===== config.mk =====
export PLATFORM = sky130hd
export DESIGN_NAME = nmk_front
export DESIGN_NICKNAME = d
export VERILOG_FILES = /design/src/hdl/nmk_pkg.sv /design/src/hdl/nmk_front.sv
export SDC_FILE = /design/constraint.sdc
export NUM_CORES = 1
export LEC_CHECK = 0
export ABC_CLOCK_PERIOD_IN_PS = 800
export BUFFER_PORTS_ARGS = -buffer_cell sky130_fd_sc_hd__clkbuf_2
export CAP_MARGIN = 20
export CORE_UTILIZATION = 30
export DETAILED_ROUTE_END_ITERATION = 8
export GPL_ROUTABILITY_DRIVEN = 1
export PLACE_DENSITY = 0.59
export SYNTH_ARGS = -nofsm -noshare
export SYNTH_HDL_FRONTEND = slang
export SYNTH_SLANG_ARGS = --single-unit
export TNS_END_PERCENT = 50

===== constraint.sdc =====
create_clock -name clk -period 0.8 [get_ports clk]
set_input_delay 0.04 -clock clk [delete_from_list [all_inputs] [get_ports clk]]
set_output_delay 0.04 -clock clk [all_outputs]
set_load 0.01 [all_outputs]

===== src/hdl/nmk_pkg.sv =====
package nmk_pkg;

	// Fixed field widths of the stream words.
	localparam int WORD_BITS  = 32;
	localparam int TAG_BITS   = 32;
	localparam int KEY_BITS   = 64;
	localparam int FRAC_BITS  = 31;  // quotient bits, one per divider cell
	localparam int IN_BITS    = 96;
	localparam int OUT_BITS   = 96;

	// Configuration register indexes.
	localparam int CFG_INDEX_BITS = 2;
	localparam logic [CFG_INDEX_BITS-1:0] REG_BOX_LOW  = 2'd0;
	localparam logic [CFG_INDEX_BITS-1:0] REG_BOX_HIGH = 2'd1;

	// Side data that rides along the divider chain unchanged.
	typedef struct packed {
		logic [TAG_BITS-1:0] tag;
		logic                oob;
	} side_t;

	// Place fx on the even key bits and fy on the odd key bits.
	function automatic logic [KEY_BITS-1:0] interleave(
		input logic [WORD_BITS-1:0] fx,
		input logic [WORD_BITS-1:0] fy
	);
		logic [KEY_BITS-1:0] key;
		for (int i = 0; i < WORD_BITS; i++) begin
			key[2*i]   = fx[i];
			key[2*i+1] = fy[i];
		end
		return key;
	endfunction

endpackage


===== src/hdl/nmk_front.sv =====
module nmk_front #(
	parameter int CB = 32
) (
	input  logic                clk,
	input  logic                arst_n,
	input  logic                en,
	input  logic                in_valid,
	input  logic [CB-1:0]       x_coord,
	input  logic [CB-1:0]       y_coord,
	input  logic [nmk_pkg::TAG_BITS-1:0] point_tag,
	input  logic [CB-1:0]       box_low,
	input  logic [CB-1:0]       box_high,
	output logic                valid_s1,
	output nmk_pkg::side_t      side_s1,
	output logic [CB-1:0]       off_x_s1,
	output logic [CB-1:0]       off_y_s1,
	output logic [CB:0]         span_s1
);

	logic          inverted;
	logic [CB-1:0] hi_eff;
	logic [CB-1:0] span_m1;
	logic          x_lo, x_hi, y_lo, y_hi;
	logic [CB-1:0] off_x, off_y;

	// An inverted box collapses onto the single value box_low.
	assign inverted = box_high < box_low;
	assign hi_eff   = inverted ? box_low : box_high;
	assign span_m1  = inverted ? '0 : box_high - box_low;

	assign x_lo = x_coord < box_low;
	assign x_hi = x_coord > hi_eff;
	assign y_lo = y_coord < box_low;
	assign y_hi = y_coord > hi_eff;

	// Offset of the clamped coordinate from the low edge.
	assign off_x = x_lo ? '0 : (x_hi ? span_m1 : x_coord - box_low);
	assign off_y = y_lo ? '0 : (y_hi ? span_m1 : y_coord - box_low);

	always_ff @(posedge clk or negedge arst_n) begin
		if (!arst_n) begin
			valid_s1 <= 1'b0;
		end else if (en) begin
			valid_s1 <= in_valid;
		end
	end

	always_ff @(posedge clk) begin
		if (en) begin
			side_s1.tag <= point_tag;
			side_s1.oob <= x_lo | x_hi | y_lo | y_hi;
			off_x_s1    <= off_x;
			off_y_s1    <= off_y;
			span_s1     <= {1'b0, span_m1} + {{CB{1'b0}}, 1'b1};
		end
	end

endmodule


== Yosys cells after proc, flatten, opt, wreduce, memory -nomap -nowiden ==
Cells that the tools add are included.

* Add/subtract/negate cells: 4
* Magnitude comparators: 5
* Muxes and demuxes: 4
* Bitwise gates (word level): 3

{| class="wikitable"
|+ Operators by type and width
! cell !! count
|-
| 32-bit two-way mux || 4
|-
| 32-bit less-than comparator || 3
|-
| 32-bit subtractor || 3
|-
| 32-bit > comparator || 2
|-
| 32-bit by 1-bit adder with 33-bit output (second input constant) || 1
|-
| 1-bit bitwise OR || 3
|}

* Register bits: 131
* Input bits: 164

== Depth between registers and ports, before layout ==
* Depth in word-level cells: 6
* Depth in mapped cells: 25
* Gate-level depth less buffers: 21

== Worst setup path after synthesis ==
No wires, ideal clock.

* Kind: input -> register
* From: in box_low[12]
* To: reg off_x_s1[15], data pin
* Arrival: 4.893 ns
* Data required time: 0.544 ns
* Setup slack: -4.350 ns
* Stages: 23
* Path through: inv_1 -> ha_1 -> buf_2 -> nand2_1 -> nor3_1 -> nand4_1 -> a21bo_2 -> nand2_4 -> clkbuf_1 -> clkbuf_1 -> mux2i_1 -> ha_1 -> nand2_1 -> or4_1 -> nor3_1 -> and4_1 -> a21oi_1 -> a2111oi_0 -> and2_1 -> buf_2 -> buf_4 -> nor2_1 -> a22o_1

* Cells in the longest elaborated chain, start to end: 4
* Elaborated cells on any way between the ends: 8

{| class="wikitable"
|+ Ends and longest elaborated chain
! item !! RTL line !! text
|-
| from (decl) || nmk_front.sv:11 || <nowiki>input logic [CB-1:0] box_low,</nowiki>
|-
| 32-bit less-than comparator || nmk_front.sv:27 || <nowiki>assign inverted = box_high < box_low;</nowiki>
|-
| 32-bit two-way mux || nmk_front.sv:28 || <nowiki>assign hi_eff = inverted ? box_low : box_high;</nowiki>
|-
| 32-bit > comparator || nmk_front.sv:32 || <nowiki>assign x_hi = x_coord > hi_eff;</nowiki>
|-
| 32-bit two-way mux || nmk_front.sv:37 || <nowiki>assign off_x = x_lo ? '0 : (x_hi ? span_m1 : x_coord - box_low);</nowiki>
|-
| to (signal assigned) || nmk_front.sv:52 || <nowiki>off_x_s1 <= off_x;</nowiki>
|-
| to (decl) || nmk_front.sv:15 || <nowiki>output logic [CB-1:0] off_x_s1,</nowiki>
|}

Several ways; a longest one is shown, not always the timed one.
A chain may end at the register's enable or synchronous reset.

== Worst setup path after layout ==
* From: in box_high[0]
* To: reg off_y_s1[19], data pin

* Cells in the longest elaborated chain, start to end: 4
* Elaborated cells on any way between the ends: 6

{| class="wikitable"
|+ Ends and longest elaborated chain
! item !! RTL line !! text
|-
| from (decl) || nmk_front.sv:12 || <nowiki>input logic [CB-1:0] box_high,</nowiki>
|-
| 32-bit less-than comparator || nmk_front.sv:27 ||
|-
| 32-bit two-way mux || nmk_front.sv:28 ||
|-
| 32-bit > comparator || nmk_front.sv:34 || <nowiki>assign y_hi = y_coord > hi_eff;</nowiki>
|-
| 32-bit two-way mux (*) || nmk_front.sv:38 || <nowiki>assign off_y = y_lo ? '0 : (y_hi ? span_m1 : y_coord - box_low);</nowiki>
|-
| to (signal assigned) || nmk_front.sv:53 || <nowiki>off_y_s1 <= off_y;</nowiki>
|-
| to (decl) || nmk_front.sv:16 || <nowiki>output logic [CB-1:0] off_y_s1,</nowiki>
|}

Mark *: on every way between the ends. The rest lies on a longest branch, timed or not.

==> impl_metrics.json <==
{
  "max_slew_margin": 0.363,
  "num_vias": 15000,
  "violations": "negative setup slack",
  "finalClockSkew_ps": 0,
  "cts.sink_count": 131,
  "period_needed_ps": 4560,
  "finalSetupTns_ps": -334070,
  "synth_top_cells_by_count": "157 x ha_1, 130 x edfxtp_1, 125 x a21oi_1, 120 x nor2_1, 98 x nand2_1",
  "yosysTopAreaCell": "edfxtp_1",
  "synth_cells": 1427,
  "dpl.hpwl_mm": 47.6,
  "syn_area_um2": 12800,
  "synth_area_leaders": "edfxtp_1 30%, ha_1 15%, a21oi_1 4.9%",
  "synth_compound_area_frac": 0.214,
  "gp_routability_congestion": 0.988,
  "synth_fp_nets": 1751,
  "worstSetupPathType": "in -> reg",
  "fmax_mhz": 219,
  "syn_avg_cell_area_um2": 9.00,
  "synth_warnings": 0,
  "end_kind": "register",
  "die_area_um2": 43600,
  "grt_pass1_vias": 14800,
  "r2r_start": "valid_s1",
  "ios": 295,
  "placed_area_um2": 19700,
  "irDropWorstVdd_uv": 1210,
  "grt.total_usage": 0.253,
  "initial_core_util": 0.305,
  "synth_mux_area_frac": 0.0456,
  "clock_latency_ps": 420,
  "setup_viol": 229,
  "grt_pass1_wl_mm": 84.4,
  "worstSetupEndpoint": "off_y_s1[19]",
  "fp.dieW_um": 209,
  "vias_per_cell": 5.09,
  "clockBufferDepth": 2,
  "startpoint": "box_high[0]",
  "cts_tree": "done",
  "row_count": 75,
  "yosysUniqueCellTypes": 86,
  "layout.nets": 2709,
  "diodes": 0,
  "stdcell_area_um2": 22600,
  "finalMaxSlewViolations": 0,
  "path_max_fanout": 7,
  "status": "complete, but fails checks",
  "power_density_nw_per_um2": 1570,
  "hold_violations": 0,
  "drt-total-wl_mm": 57.0,
  "clkTransAtPathRegs_ps": 60,
  "yosysMostFrequentCell": "ha_1",
  "arrival_ps": 4840,
  "ctsHtreeMaxLevel": 4,
  "r2r_cells": 1,
  "cts-root-buf": "clkbuf_16",
  "die_h_um": 209,
  "async_flop_share": 0.00763,
  "start_kind": "primary input",
  "post_drt_wl_per_cell_um": 19.4,
  "period_share": 5.70,
  "synthFlopType": "edfxtp_1",
  "ff2ff_setup_slack_ps": 30,
  "synthAdderAreaFrac": 0.158,
  "final_antenna_net_count": 0,
  "worst_slack_ps": -3760,
  "area_growth_pct": 75.8,
  "drtIter0Drc": 1043,
  "drive_above_1_share": 0.508,
  "synth-xor-area-share": 0.0661,
  "cts_inserted_buffers": 17,
  "grt.overflow.total": 0,
  "rsz0062_at_grt": "true",
  "worst_pin_slew_ps": 953,
  "worst_ep_required_time_ps": 1080,
  "io_buffer_count": 294,
  "yosysTopAreaCellShare": 0.304,
  "grt_antenna_before_repair": 0,
  "grt_max_degree": 35,
  "synth_top_family_by_area": "compound AO/OA/AOI/OAI gates",
  "drc": 0,
  "synth-simple-area-share": 0.178,
  "cap_viol_max_count": 0,
  "reg2reg_to": "valid_s1",
  "synth-seq-area-share": 0.306,
  "synth-seq-cells": 131,
  "synth-edff-count": 130,
  "first_pass_iters": 5,
  "core-area_um2": 42100,
  "hold_class": "in -> reg",
  "power.leakage_nw": 10.5
}
layer usage:
layer / track usage / wire length [um] / part of all wire
met4: 0.0636 / 1230 / 0.022
met5: 0 / 0 / 0
met2: 0.404 / 25700 / 0.45
met3: 0.0261 / 2720 / 0.048
met1: 0.362 / 27300 / 0.48
placed cells by master (no fill, tap or decap), types with 35 or more instances in the layout:
cell type and n:
a21o_1 39, a21oi_1 96, buf_4 604, clkbuf_2 283, dlygate4sd3_1 35, edfxtp_1 130
ha_1 132, inv_1 46, mux2i_1 38, nand2_1 87, nand3_1 57, nor2_1 109
o21ai_0 71, xnor2_1 51, xor2_1 37
power by group:
group / total, mW / internal (mW) / switching, mW
registers: 8.89 / 8.59 / 0.297
logic: 18.7 / 9.12 / 9.53
clock network: 7.95 / 4.92 / 3.03
logic make-up after synthesis:
family                   count (synthesis)
AO/OA/AOI/OAI                          422
XOR/XNOR                                97
AND/OR/NAND/NOR                        455
multiplexers                            58
flip-flops                             131
adder cells (fa/ha/maj)                160
buffers and inverters                  104
critical path, stage by stage:
cell and delay [ps]:
clkbuf_16 130, inv_12 40, ha_4 120, inv_2 30, fa_2 350, a21oi_2 150
o211ai_1 150, nand4_1 200, a21bo_4 190, nand2_8 90, buf_4 150, buf_12 120
mux2i_1 110, buf_4 140, buf_6 110, ha_4 260, nand2_4 60, nor2_2 110
nand3_1 80, or4_4 460, or3_4 430, or4_4 620, buf_12 190, a211o_1 320
a21oi_2 160
sequential cells by signal (all words and copies together), names as in the netlist:
signal	count
off_x_s1	32
valid_s1	1
off_y_s1	32
side_s1	33
span_s1	33
repair_timing:
action	in CTS	in global routing
cloned	6	1
hold endpoints to repair	34	0
pin swaps	71	50
setup buffers	32	18
resized for setup	203	99
endpoints found under the setup margin	229	229
hold buffers	35	0
layout make-up:
type / instances / area, um2
multi-input cells: 1192 / 9860
fillers: 3819 / 19600
inverters: 60 / 240
clock inverters: 15 / 179
clock buffers: 17 / 425
repair buffers: 983 / 7280
well taps: 539 / 674
flip-flops and latches: 131 / 3930
how the worst min path moves through the flow:
| stage | startpoint | endpoint | slack, ps | cells past startpoint |
|---|---|---|---|---|
| after floorplan | arst_n | valid_s1 | -260 | 0 |
| after global routing | en | side_s1[27] | 80 | 2 |
| after global placement | arst_n | valid_s1 | -190 | 1 |
| after CTS | en | side_s1[27] | 70 | 2 |
| final | en | side_s1[27] | 80 | 2 |
| after detailed placement | arst_n | valid_s1 | -180 | 1 |
stage by stage:
step	total power, mW	hold WS (ps)	setup WS (ps)	cells	util
6_report	35.5	78.2	-3760	2937	0.536
5_1_grt	37.2	78.7	-3930	2937	0.536
4_1_cts	34.8	74.3	-3780	2920	0.522
3_5_place_dp	24.9	-181	-4780	2818	0.466
3_3_place_gp	24.7	-186	-4810	2818	0.466
2_1_floorplan	16.6	-256	-3680	1427	-
No activity file was read; power rests on OpenSTA's default activity.
